===== config.mk =====
export PLATFORM = sky130hd
export DESIGN_NAME = pi_controller_trapezoid_antiwindup_top
export DESIGN_NICKNAME = d
export VERILOG_FILES = /design/src/rtl/core/pictrl_pkg.sv /design/src/rtl/core/pi_controller_trapezoid_antiwindup_top.sv /design/src/rtl/core/pictrl_mul.sv
export SDC_FILE = /design/constraint.sdc
export NUM_CORES = 2
export LEC_CHECK = 0
export BUFFER_PORTS_ARGS = -buffer_cell sky130_fd_sc_hd__buf_2
export CAP_MARGIN = 20
export CELL_PAD_IN_SITES_DETAIL_PLACEMENT = 1
export CELL_PAD_IN_SITES_GLOBAL_PLACEMENT = 2
export CORE_MARGIN = 2
export CORE_UTILIZATION = 44
export CTS_CLUSTER_DIAMETER = 60
export DETAILED_ROUTE_END_ITERATION = 8
export HOLD_SLACK_MARGIN = 0.03
export PLACE_DENSITY_LB_ADDON = 0.2
export REMOVE_ABC_BUFFERS = 1
export SLEW_MARGIN = 25
export SYNTH_ARGS = -nofsm -noshare
export SYNTH_HDL_FRONTEND = slang
export SYNTH_SLANG_ARGS = --single-unit
export TNS_END_PERCENT = 100

===== constraint.sdc =====
create_clock -name clk -period 10.5 [get_ports clk]
set_clock_uncertainty 0.05 [all_clocks]
set_input_delay 1.05 -clock clk [delete_from_list [all_inputs] [get_ports clk]]
set_output_delay 1.05 -clock clk [all_outputs]
set_load 0.01 [all_outputs]

===== src/rtl/core/pictrl_pkg.sv =====
// shared widths, number format, register map and payload types of the pi controller
package pictrl_pkg;

    localparam int DATA_WIDTH = 32;
    localparam int FRAC_BITS  = 16;
    localparam int NUM_REGS   = 8;
    localparam int ADDR_WIDTH = $clog2(NUM_REGS * 4);

    typedef logic signed [DATA_WIDTH-1:0] data_t;

    localparam data_t DATA_MAX = {1'b0, {(DATA_WIDTH-1){1'b1}}};
    localparam data_t DATA_MIN = {1'b1, {(DATA_WIDTH-1){1'b0}}};

    // register index, byte address is 4 * index
    typedef enum logic [2:0] {
        REG_KP    = 3'd0,
        REG_KI    = 3'd1,
        REG_TS    = 3'd2,
        REG_SCALE = 3'd3,
        REG_AW_EN = 3'd4,
        REG_THR   = 3'd5,
        REG_UPPER = 3'd6,
        REG_LOWER = 3'd7
    } reg_addr_t;

    typedef struct packed {
        data_t measured_value;
        data_t target_value;
    } in_item_t;

    typedef struct packed {
        data_t drive_value;
        logic  integrating_flag;
    } out_item_t;

endpackage


===== src/rtl/core/pi_controller_trapezoid_antiwindup_top.sv =====
// pi controller with trapezoidal integrator, latched-integrator anti-windup and output clamp
// One sample (measured value, set point) in, one clamped drive value out, all signed Q16.16.
// The block works on one sample at a time: the four chained multiplies (error scale, ki,
// sample period, kp) all run on one bit-serial multiplier at one multiplier bit per cycle,
// and around them run the adds, the anti-windup decision and the clamp. The sample input
// stalls from acceptance until the result is loaded into the output register; a result
// waiting there does not block the next sample.
// Configuration goes through the apb-style port at byte addresses 4*i: kp, ki, sample
// period, error scale, anti-windup enable, windup threshold, upper and lower output limit.
// Write configuration only while no sample is in flight.
module pi_controller_trapezoid_antiwindup_top (
    input  logic                                 clk,
    input  logic                                 rst_n,
    // sample channel
    input  logic                                 meas_valid,
    output logic                                 meas_stall,
    input  pictrl_pkg::in_item_t                 meas,
    // result channel
    output logic                                 ctrl_valid,
    input  logic                                 ctrl_stall,
    output pictrl_pkg::out_item_t                ctrl,
    // configuration port
    input  logic                                 psel,
    input  logic                                 penable,
    input  logic                                 pwrite,
    input  logic [pictrl_pkg::ADDR_WIDTH-1:0]    paddr,
    input  logic [31:0]                          pwdata,
    output logic [31:0]                          prdata,
    output logic                                 pready
);
    import pictrl_pkg::*;

    localparam int TS_W = DATA_WIDTH - 1;

    typedef enum logic [3:0] {
        ST_IDLE,
        ST_DIFF,
        ST_ERR,
        ST_SUM_E,
        ST_KI,
        ST_TS,
        ST_KP,
        ST_DRV,
        ST_AW,
        ST_OUT
    } state_t;

    function automatic data_t sat_add(input data_t x, input data_t y);
        logic signed [DATA_WIDTH:0] s;
        s = {x[DATA_WIDTH-1], x} + {y[DATA_WIDTH-1], y};
        if (s[DATA_WIDTH] != s[DATA_WIDTH-1])
            return s[DATA_WIDTH] ? DATA_MIN : DATA_MAX;
        return s[DATA_WIDTH-1:0];
    endfunction

    function automatic data_t sat_sub(input data_t x, input data_t y);
        logic signed [DATA_WIDTH:0] s;
        s = {x[DATA_WIDTH-1], x} - {y[DATA_WIDTH-1], y};
        if (s[DATA_WIDTH] != s[DATA_WIDTH-1])
            return s[DATA_WIDTH] ? DATA_MIN : DATA_MAX;
        return s[DATA_WIDTH-1:0];
    endfunction

    // configuration registers
    data_t            kp_reg, kp_next;
    data_t            ki_reg, ki_next;
    logic [TS_W-1:0]  ts_reg, ts_next;
    data_t            scale_reg, scale_next;
    logic             aw_en_reg, aw_en_next;
    data_t            thr_reg, thr_next;
    data_t            upper_reg, upper_next;
    data_t            lower_reg, lower_next;

    // controller state
    state_t           state_reg, state_next;
    data_t            integ_reg, integ_next;
    data_t            latched_reg, latched_next;
    data_t            prev_err_reg, prev_err_next;
    logic             flag_reg, flag_next;
    logic             out_valid_reg, out_valid_next;
    out_item_t        out_data_reg, out_data_next;

    // working values of the sample in flight
    in_item_t         sample_reg, sample_next;
    data_t            err_reg, err_next;
    data_t            p_reg, p_next;
    data_t            drive_reg, drive_next;

    // shared multiplier
    logic             mul_start;
    data_t            mul_a;
    data_t            mul_b;
    logic             mul_done;
    data_t            mul_prod;

    logic             cfg_wr;
    reg_addr_t        reg_sel;
    logic             out_free;
    data_t            clamped;

    pictrl_mul u_mul (
        .clk   (clk),
        .rst_n (rst_n),
        .start (mul_start),
        .a     (mul_a),
        .b     (mul_b),
        .done  (mul_done),
        .prod  (mul_prod)
    );

    assign pready     = 1'b1;
    assign cfg_wr     = psel && penable && pwrite;
    assign reg_sel    = reg_addr_t'(paddr[ADDR_WIDTH-1:2]);
    assign meas_stall = (state_reg != ST_IDLE);
    assign ctrl_valid = out_valid_reg;
    assign ctrl       = out_data_reg;
    // output register is free when empty or being emptied by this transfer
    assign out_free   = !out_valid_reg || !ctrl_stall;

    // register read back
    always_comb
    begin
        unique case (reg_sel)
            REG_KP:    prdata = kp_reg;
            REG_KI:    prdata = ki_reg;
            REG_TS:    prdata = {1'b0, ts_reg};
            REG_SCALE: prdata = scale_reg;
            REG_AW_EN: prdata = {31'd0, aw_en_reg};
            REG_THR:   prdata = thr_reg;
            REG_UPPER: prdata = upper_reg;
            REG_LOWER: prdata = lower_reg;
            default:   prdata = '0;
        endcase
    end

    // configuration writes
    always_comb
    begin
        kp_next    = kp_reg;
        ki_next    = ki_reg;
        ts_next    = ts_reg;
        scale_next = scale_reg;
        aw_en_next = aw_en_reg;
        thr_next   = thr_reg;
        upper_next = upper_reg;
        lower_next = lower_reg;
        if (cfg_wr)
        begin
            unique case (reg_sel)
                REG_KP:    kp_next    = pwdata;
                REG_KI:    ki_next    = pwdata;
                REG_TS:    ts_next    = pwdata[TS_W-1:0];
                REG_SCALE: scale_next = pwdata;
                REG_AW_EN: aw_en_next = pwdata[0];
                REG_THR:   thr_next   = pwdata;
                REG_UPPER: upper_next = pwdata;
                REG_LOWER: lower_next = pwdata;
                default:   ;
            endcase
        end
    end

    // clamp; with crossed limits the upper check wins
    always_comb
    begin
        if (drive_reg > upper_reg)
            clamped = upper_reg;
        else if (drive_reg < lower_reg)
            clamped = lower_reg;
        else
            clamped = drive_reg;
    end

    // sequencer: one multiply at a time on the shared unit
    always_comb
    begin
        state_next     = state_reg;
        integ_next     = integ_reg;
        latched_next   = latched_reg;
        prev_err_next  = prev_err_reg;
        flag_next      = flag_reg;
        out_valid_next = out_valid_reg;
        out_data_next  = out_data_reg;
        sample_next    = sample_reg;
        err_next       = err_reg;
        p_next         = p_reg;
        drive_next     = drive_reg;
        mul_start      = 1'b0;
        mul_a          = mul_prod;
        mul_b          = mul_prod;

        // result transfer empties the output register
        if (out_valid_reg && !ctrl_stall)
            out_valid_next = 1'b0;

        unique case (state_reg)
            ST_IDLE:
            begin
                if (meas_valid)
                begin
                    sample_next = meas;
                    state_next  = ST_DIFF;
                end
            end
            ST_DIFF:
            begin
                // error = (set point - measurement) * scale
                mul_start  = 1'b1;
                mul_a      = sat_sub(sample_reg.target_value, sample_reg.measured_value);
                mul_b      = scale_reg;
                state_next = ST_ERR;
            end
            ST_ERR:
            begin
                if (mul_done)
                begin
                    err_next   = mul_prod;
                    state_next = ST_SUM_E;
                end
            end
            ST_SUM_E:
            begin
                // trapezoid: ki * (error + previous error)
                mul_start     = 1'b1;
                mul_a         = ki_reg;
                mul_b         = sat_add(err_reg, prev_err_reg);
                prev_err_next = err_reg;
                state_next    = ST_KI;
            end
            ST_KI:
            begin
                if (mul_done)
                begin
                    mul_start  = 1'b1;
                    mul_a      = data_t'({1'b0, ts_reg});
                    mul_b      = mul_prod;
                    state_next = ST_TS;
                end
            end
            ST_TS:
            begin
                if (mul_done)
                begin
                    integ_next = sat_add(integ_reg, mul_prod);
                    mul_start  = 1'b1;
                    mul_a      = kp_reg;
                    mul_b      = err_reg;
                    state_next = ST_KP;
                end
            end
            ST_KP:
            begin
                if (mul_done)
                begin
                    p_next     = mul_prod;
                    state_next = ST_DRV;
                end
            end
            ST_DRV:
            begin
                drive_next = sat_add(p_reg, integ_reg);
                state_next = ST_AW;
            end
            ST_AW:
            begin
                if (aw_en_reg)
                begin
                    if (drive_reg <= thr_reg)
                    begin
                        latched_next = integ_reg;
                        flag_next    = 1'b1;
                    end
                    else
                    begin
                        // rebuild the output from the held integrator
                        drive_next = sat_add(p_reg, latched_reg);
                        flag_next  = 1'b0;
                    end
                end
                state_next = ST_OUT;
            end
            ST_OUT:
            begin
                if (out_free)
                begin
                    out_valid_next                 = 1'b1;
                    out_data_next.drive_value      = clamped;
                    out_data_next.integrating_flag = flag_reg;
                    state_next                     = ST_IDLE;
                end
            end
            default:
            begin
                state_next = ST_IDLE;
            end
        endcase
    end

    always_ff @(posedge clk or negedge rst_n)
    begin
        if (!rst_n)
        begin
            kp_reg        <= '0;
            ki_reg        <= '0;
            ts_reg        <= '0;
            scale_reg     <= data_t'(1) <<< FRAC_BITS;
            aw_en_reg     <= 1'b0;
            thr_reg       <= DATA_MAX;
            upper_reg     <= DATA_MAX;
            lower_reg     <= DATA_MIN;
            state_reg     <= ST_IDLE;
            integ_reg     <= '0;
            latched_reg   <= '0;
            prev_err_reg  <= '0;
            flag_reg      <= 1'b0;
            out_valid_reg <= 1'b0;
            out_data_reg  <= '0;
        end
        else
        begin
            kp_reg        <= kp_next;
            ki_reg        <= ki_next;
            ts_reg        <= ts_next;
            scale_reg     <= scale_next;
            aw_en_reg     <= aw_en_next;
            thr_reg       <= thr_next;
            upper_reg     <= upper_next;
            lower_reg     <= lower_next;
            state_reg     <= state_next;
            integ_reg     <= integ_next;
            latched_reg   <= latched_next;
            prev_err_reg  <= prev_err_next;
            flag_reg      <= flag_next;
            out_valid_reg <= out_valid_next;
            out_data_reg  <= out_data_next;
        end
    end

    always_ff @(posedge clk)
    begin
        sample_reg <= sample_next;
        err_reg    <= err_next;
        p_reg      <= p_next;
        drive_reg  <= drive_next;
    end

endmodule


===== src/rtl/core/pictrl_mul.sv =====
// bit-serial signed fixed-point multiplier with floor shift and saturation
module pictrl_mul (
    input  logic              clk,
    input  logic              rst_n,
    input  logic              start,
    input  pictrl_pkg::data_t a,
    input  pictrl_pkg::data_t b,
    output logic              done,
    output pictrl_pkg::data_t prod
);
    import pictrl_pkg::*;

    localparam int CNT_W   = $clog2(DATA_WIDTH);
    localparam int SUM_W   = DATA_WIDTH + 2;
    localparam int GUARD_W = DATA_WIDTH - FRAC_BITS + 1;

    data_t                     a_reg, a_next;
    logic signed [DATA_WIDTH:0] hi_reg, hi_next;
    logic [DATA_WIDTH-1:0]     lo_reg, lo_next;
    logic [CNT_W-1:0]          cnt_reg, cnt_next;
    logic                      run_reg, run_next;
    logic                      done_reg, done_next;

    logic                      last;
    logic signed [SUM_W-1:0]   addend;
    logic signed [SUM_W-1:0]   sum;
    logic [2*DATA_WIDTH-1:0]   full;
    logic [GUARD_W-1:0]        guard;

    always_comb
    begin
        last   = (cnt_reg == CNT_W'(DATA_WIDTH - 1));
        addend = '0;
        // top bit of the multiplier carries negative weight
        if (lo_reg[0])
        begin
            addend = last ? -SUM_W'(a_reg) : SUM_W'(a_reg);
        end
        sum = SUM_W'(hi_reg) + addend;

        a_next    = a_reg;
        hi_next   = hi_reg;
        lo_next   = lo_reg;
        cnt_next  = cnt_reg;
        run_next  = run_reg;
        done_next = 1'b0;

        if (start)
        begin
            a_next   = a;
            hi_next  = '0;
            lo_next  = b;
            cnt_next = '0;
            run_next = 1'b1;
        end
        else if (run_reg)
        begin
            hi_next  = sum[SUM_W-1:1];
            lo_next  = {sum[0], lo_reg[DATA_WIDTH-1:1]};
            cnt_next = cnt_reg + 1'b1;
            if (last)
            begin
                run_next  = 1'b0;
                done_next = 1'b1;
            end
        end
    end

    always_ff @(posedge clk or negedge rst_n)
    begin
        if (!rst_n)
        begin
            cnt_reg  <= '0;
            run_reg  <= 1'b0;
            done_reg <= 1'b0;
        end
        else
        begin
            cnt_reg  <= cnt_next;
            run_reg  <= run_next;
            done_reg <= done_next;
        end
    end

    always_ff @(posedge clk)
    begin
        a_reg  <= a_next;
        hi_reg <= hi_next;
        lo_reg <= lo_next;
    end

    // drop the fraction bits (floor), saturate if the upper bits are not a sign run
    assign full  = {hi_reg[DATA_WIDTH-1:0], lo_reg};
    assign guard = full[2*DATA_WIDTH-1:DATA_WIDTH+FRAC_BITS-1];
    assign prod  = ((&guard) || !(|guard)) ? data_t'(full[DATA_WIDTH+FRAC_BITS-1:FRAC_BITS])
                 : (guard[GUARD_W-1] ? DATA_MIN : DATA_MAX);
    assign done  = done_reg;

endmodule


Yosys cells after proc, flatten, opt, wreduce, memory -nomap -nowiden
Index checks and enable logic that the tools add are counted.
Storage, ports and cells
  output and inout port bits: 68
  bits in registers: 623
  bits of input ports: 108
  logic and storage cells: 168
Cells by class
  reduce and logical (&&, ||, !) cells: 34
  equality and inequality tests: 30
  multiplexer cells: 66
  add/subtract/negate cells: 8
  order comparisons: 3
Operators with widths (count)
  32-bit 2-to-1 mux: 26
  32-bit case mux with 8 select lines: 1
  32-bit by 32-bit adder with 33-bit output: 4
  32-bit case mux with 4 select lines: 1
  32-bit case mux with 3 select lines: 1
  34-bit 2-to-1 mux: 2
  32-bit case mux with 2 select lines: 1
  4-bit case mux with 10 select lines: 1
  33-bit by 34-bit adder with 34-bit output: 1
  32-bit negator with 34-bit output: 1
  32-bit by 32-bit subtractor with 33-bit output: 1
  32-bit > comparator: 1
  32-bit <= comparator: 1
  32-bit less-than comparator: 1
  2-bit AND reduction: 14
  1-bit 2-to-1 mux: 24
  4-bit 2-to-1 mux: 6
  17-bit AND reduction: 1
  17-bit OR reduction: 1
  4-bit by 3-bit == test with 1-bit output, second input constant: 4
  3-bit == test, second input constant: 4
  5-bit 2-to-1 mux: 2
  4-bit by 2-bit == test with 1-bit output, second input constant: 2
  4-bit == test, second input constant: 2
  19 further kinds: 38

Longest topological paths before layout
  depth after elaboration: 10
  mapped depth: 20
  mapped depth without buffers: 19

Hierarchy
Synthesis repeated with hierarchy kept, for this count alone.
Unflattened totals
  cell total of the unflattened synthesis: 4323
  area, all modules: 40940.5 um^2
By module, submodules not included
  pi_controller_trapezoid_antiwindup_top: cells each 3683, seq. area each 13868.3 um^2, times used 1, area an instance 34399.2 um^2
  pictrl_mul: cells each 640, seq. area each 2757.6 um^2, times used 1, area an instance 6541.3 um^2

Worst setup path after synthesis
OpenSTA, ideal clock, no wires.
  path kind: register -> register
  from: reg u_mul.a_reg[7]
  to: reg u_mul.hi_reg[32]
  path buffers: 1
  data required time: 10.378 ns
  clock period less this slack: 4.752 ns
  library setup time: 0.072 ns
  cell stages (with the launch flop): 19
  path slack: 5.748 ns
  arrival: 4.631 ns
  cell sequence: edfxtp_1 > or3_4 > or4_4 > or3_4 > or4_4 > buf_6 > o21ai_1 > xnor2_1 > and2_1 > ha_1 > nor2b_1 > o21ai_0 > nand2b_1 > or3b_2 > o221a_2 > a31o_2 > a211o_2 > nand2_1 > mux2i_1
On the way
  longest elaborated chain between the ends: 4
Ends and longest elaborated chain
  start: declaration: RTL line pictrl_mul.sv:17  | data_t a_reg, a_next;
  start signal: assignment: RTL line pictrl_mul.sv:87  | a_reg <= a_next;
  32-bit negator with 34-bit output: RTL line pictrl_mul.sv:37  | addend = last ? -SUM_W'(a_reg) : SUM_W'(a_reg);
  34-bit 2-to-1 mux *: RTL line pictrl_mul.sv:37
  34-bit 2-to-1 mux *: RTL line pictrl_mul.sv:35  | if (lo_reg[0])
  33-bit by 34-bit adder with 34-bit output *: RTL line pictrl_mul.sv:39  | sum = SUM_W'(hi_reg) + addend;
  end signal: assignment: RTL line pictrl_mul.sv:88  | hi_reg <= hi_next;
  end: declaration: RTL line pictrl_mul.sv:18  | logic signed [DATA_WIDTH:0] hi_reg, hi_next;
Mark *: on every way between the ends. The rest lies on a longest branch, timed or not.
A chain may end at the register's enable or synchronous reset.

Final worst setup path
  from: reg u_mul.hi_reg[15]
  to: reg integ_reg[15]
On the way
  longest elaborated chain between the ends: 10
  elaborated cells between the ends (all ways): 13
  classes of those cells: 1 x add/sub; 1 x eq/ne; 7 x mux; 4 x reduce/logical
Ends and longest elaborated chain
  17-bit OR reduction: RTL line pictrl_mul.sv:95  | assign prod = ((&guard) || !(|guard)) ? data_t'(full[DATA_WIDTH+FRAC_BITS-1:FRAC_BITS])
  1-bit logical NOT: RTL line pictrl_mul.sv:95
  1-bit logical OR *: RTL line pictrl_mul.sv:95
  32-bit 2-to-1 mux *: RTL line pictrl_mul.sv:95
  via mul_prod[5]: RTL line pi_controller_trapezoid_antiwindup_top.sv:94  | data_t mul_prod;
  32-bit by 32-bit adder with 33-bit output *: RTL line pi_controller_trapezoid_antiwindup_top.sv:50  | s = {x[DATA_WIDTH-1], x} + {y[DATA_WIDTH-1], y};
  1-bit inequality test: RTL line pi_controller_trapezoid_antiwindup_top.sv:51  | if (s[DATA_WIDTH] != s[DATA_WIDTH-1])
  1-bit 2-to-1 mux: RTL line pi_controller_trapezoid_antiwindup_top.sv:51
  1-bit 2-to-1 mux: RTL line pi_controller_trapezoid_antiwindup_top.sv:242  | if (mul_done)
  1-bit 2-to-1 mux: RTL line pi_controller_trapezoid_antiwindup_top.sv:196  | unique case (state_reg)
  32-bit 2-to-1 mux *: RTL line pi_controller_trapezoid_antiwindup_top.sv:53  | return s[DATA_WIDTH-1:0];
  end signal: assignment: RTL line pi_controller_trapezoid_antiwindup_top.sv:330  | integ_reg <= integ_next;
  end: declaration: RTL line pi_controller_trapezoid_antiwindup_top.sv:76  | data_t integ_reg, integ_next;
The timed path passes the listed nets; every way through them passes the cells marked *. The select of a mux whose other input is x is not followed.

==> reports/results.tsv <==
metric	value	unit
proportion of netlist area held by the largest area contributor	18.6	%
FP Rows	111	
routability cong.	0.930	
cell area power density	284	mW/mm^2
vias in the first global route	35600	
Post-synth EDFFs	224	
Tightest Pin Transition	1050	ps
Layout Nets	4767	
Syn Inst Count	4245	
# DRC	0	
clk sinks	623	
crit path time final	5950	ps
post_cts resized	0	
CTS Root Cell	clkbuf_16	
slowest CP cell	a211oi_1	
setup repair bufs after CTS	0	
Routed Antenna Nets	0	
Mapped Area	0.0406	mm^2
crit path from	u_mul.hi_reg[15]	
routed len/inst	27.6	um
commonest non-fill, non-tap cell in the layout	o21ai_0	
Synth async-reset ratio	58.7	%
leading area contributor after synthesis	dfrtp_1	
Switching Fraction	43.6	%
period utilization	56.7	%
first-pass GRT wire length	231000	um
ranking of synthesized cells by area	dfrtp_1, edfxtp_1, ha_1, mux2_2, o21ai_0	
Final Max Slew Viols	0	
MaxCap Viol Count	0	
Worst path depth	15	
Fmax	0.168	GHz
Detail Placement HPWL	113000	um
Critical Path AT	6480	ps
Clk network pwr share	23.6	%
Largest register FFs	64	
worst r2r path cells	15	
H-tree depth	3	
CP Cell Sequence	nor4_1 -> a41oi_2 -> buf_4 -> o21ai_0 -> inv_1 -> ha_1 -> nor3_1 -> o21ai_0 -> a211oi_1 -> o211ai_1 -> a221oi_1 -> o31a_1 -> mux2_2 -> nand2_1 -> o21ai_0	
syn_area_per_cell	9.56	um^2
CP most frequent cell	o21ai_0	
Die Y	308	um
Distinct cells, synth	91	
largest net degree at the start of global routing	179	
register share of total power	29.8	%
Most Crowded Layer GR	met2	
maximum vdd drop	0.172	mV
via count	35400	
max incr delay on CP	600	ps
CP endpoint kind	flop	
Setup Crit Path Kind	flop to flop	
Seq/Total Area, Yosys	41.0	%
Hold Fails Final Rpt	0	
startpoint types	flop	
internal power	7.36	mW
Synth Flop Type	dfrtp_1	
RSZ-0062 raised after global routing	false	
met1 Use GR	44.1	%
initial antenna violation count	11	
detailed-route wire length	155000	um
Pwr Total	13.0	mW
critical path required time	11030	ps
Slew headroom	29.1	%
clock tree buffer depth	3	
DIE AREA	0.0947	mm^2
P_sw	5.68	mW
IO Count	176	
met2 usage	51.5	%
Register-to-Register Setup Slack	4550	ps
Initial Util	44.4	%
Hold Buf Count CTS	0	
GRT overflow	0	
most frequent cells in the layout	o21ai_0, nand2_1, a21oi_1	
vias per inst	6.29	
grt met3 use	5.88	%
TritonCTS clock tree	yes	
Clock transition at path regs	60	ps
all-layer global routing usage	32.5	%
input/output buffers	172	
fraction of layout cells with a size suffix above 1	17.9	%
Synth Register Bits	623	
first-iteration detailed-routing DRC count	3052	
RR Endpoint	integ_reg[15]	
setup TNS	0	ps
worst r2r src	u_mul.hi_reg[15]	
Worst path top cell family by delay	compound AO/OA/AOI/OAI gates	
area delta synth->final	13.1	%
CTS buffer count	87	
synthesis warning total	0	
setup violators final	0	
first-pass detailed-route iteration total	7	
worst hold-check path type	input port to asynchronous set/reset pin	
CP Max Fanout	31	
core region area	0.0915	mm^2
outcome	finished clean	
clk_lat worst skew	690	ps
Gate power share	46.6	%
Setup crit end	integ_reg[15]	
Lkg Pwr	20.3	nW
Die X	308	um
critical path buffer and inverter count	2	
[power by group through the flow]
stage | registers [mW] | clock network (mW) | logic (mW)
after floorplan | 3.73 | 0 | 3.70
after global placement | 3.88 | 0 | 5.78
after detailed placement | 3.90 | 0 | 5.88
after CTS | 3.86 | 3.12 | 5.95
after global routing | 3.94 | 3.21 | 6.55
final | 3.89 | 3.08 | 6.07
[cell families after synthesis]
group | share of synthesized area [%]
AND/OR/NAND/NOR | 11.3
XOR/XNOR | 3.99
buffers and inverters | 4.20
adder cells (fa/ha/maj) | 9.26
AO/OA/AOI/OAI | 22.2
multiplexers | 8.17
flip-flops | 41.0
other | 0.00924
[layer usage]
| metal | wire length, um | share of wire [%] | vias up |
|---|---|---|---|
| met2 | 70900 | 46 | 1071 |
| met3 | 10400 | 6.7 | 262 |
| met4 | 6250 | 4.0 | 8 |
| li1 | - | - | 16000 |
| met5 | 46 | 0.030 | - |
| met1 | 67600 | 44 | 18100 |
[worst register-to-register path: cells and delay by family (launching register included)]
family	cells	cell delay (ps)
flip-flops	1	360
adder cells (fa/ha/maj)	1	350
AO/OA/AOI/OAI	8	2780
AND/OR/NAND/NOR	3	1070
multiplexers	1	600
buffers and inverters	2	650
[area by class of cell]
cell class / instances / area, um^2
timing repair buffer: 249 / 1500
multi-input combinational: 3176 / 22500
inverter: 225 / 845
sequential: 623 / 16600
clock inverter: 55 / 617
clock buffer: 108 / 2330
fill: 10300 / 45600
antenna: 4 / 10.0
tap: 1186 / 1480
[stage by stage]
step           cell area, um^2  cells  hold WS, ps  util [%]  setup WS [ps]
4_1_cts                  45800   5620          306      50.1           4690
3_5_place_dp             42900   5457          432      46.9           4760
2_1_floorplan            39700   4024          389         -           4080
6_report                 45900   5626          305      50.1           4550
5_1_grt                  45900   5622          315      50.1           4150
3_3_place_gp             42900   5457          413      46.9           4780
[synthesized netlist by cell type, drive strengths merged (33+ instances only)]
library cell	count
ha	291
nand4	42
o31ai	59
dfrtp	302
dfxtp	33
a221oi	88
clkbuf	187
nor3	51
o21a	58
nand3	53
xor2	54
nor2	248
xnor2	131
nand2	382
dfstp	64
buf	34
o21ai	393
a22oi	40
edfxtp	224
a21oi	355
and2	38
a31oi	35
nand2b	40
inv	224
o22ai	33
mux2	229
a31o	35
a21o	104
mux2i	67
[how the worst min path moves through the flow]
stage	start	to	cells after the start
after CTS	rst_n	latched_reg[18]	1
final	rst_n	latched_reg[18]	1
after global placement	u_mul.hi_reg[32]	u_mul.hi_reg[32]	2
after floorplan	flag_reg	ctrl[0]	2
after global routing	rst_n	latched_reg[18]	1
after detailed placement	u_mul.hi_reg[32]	u_mul.hi_reg[32]	2
(Power assumes the default switching activity.)
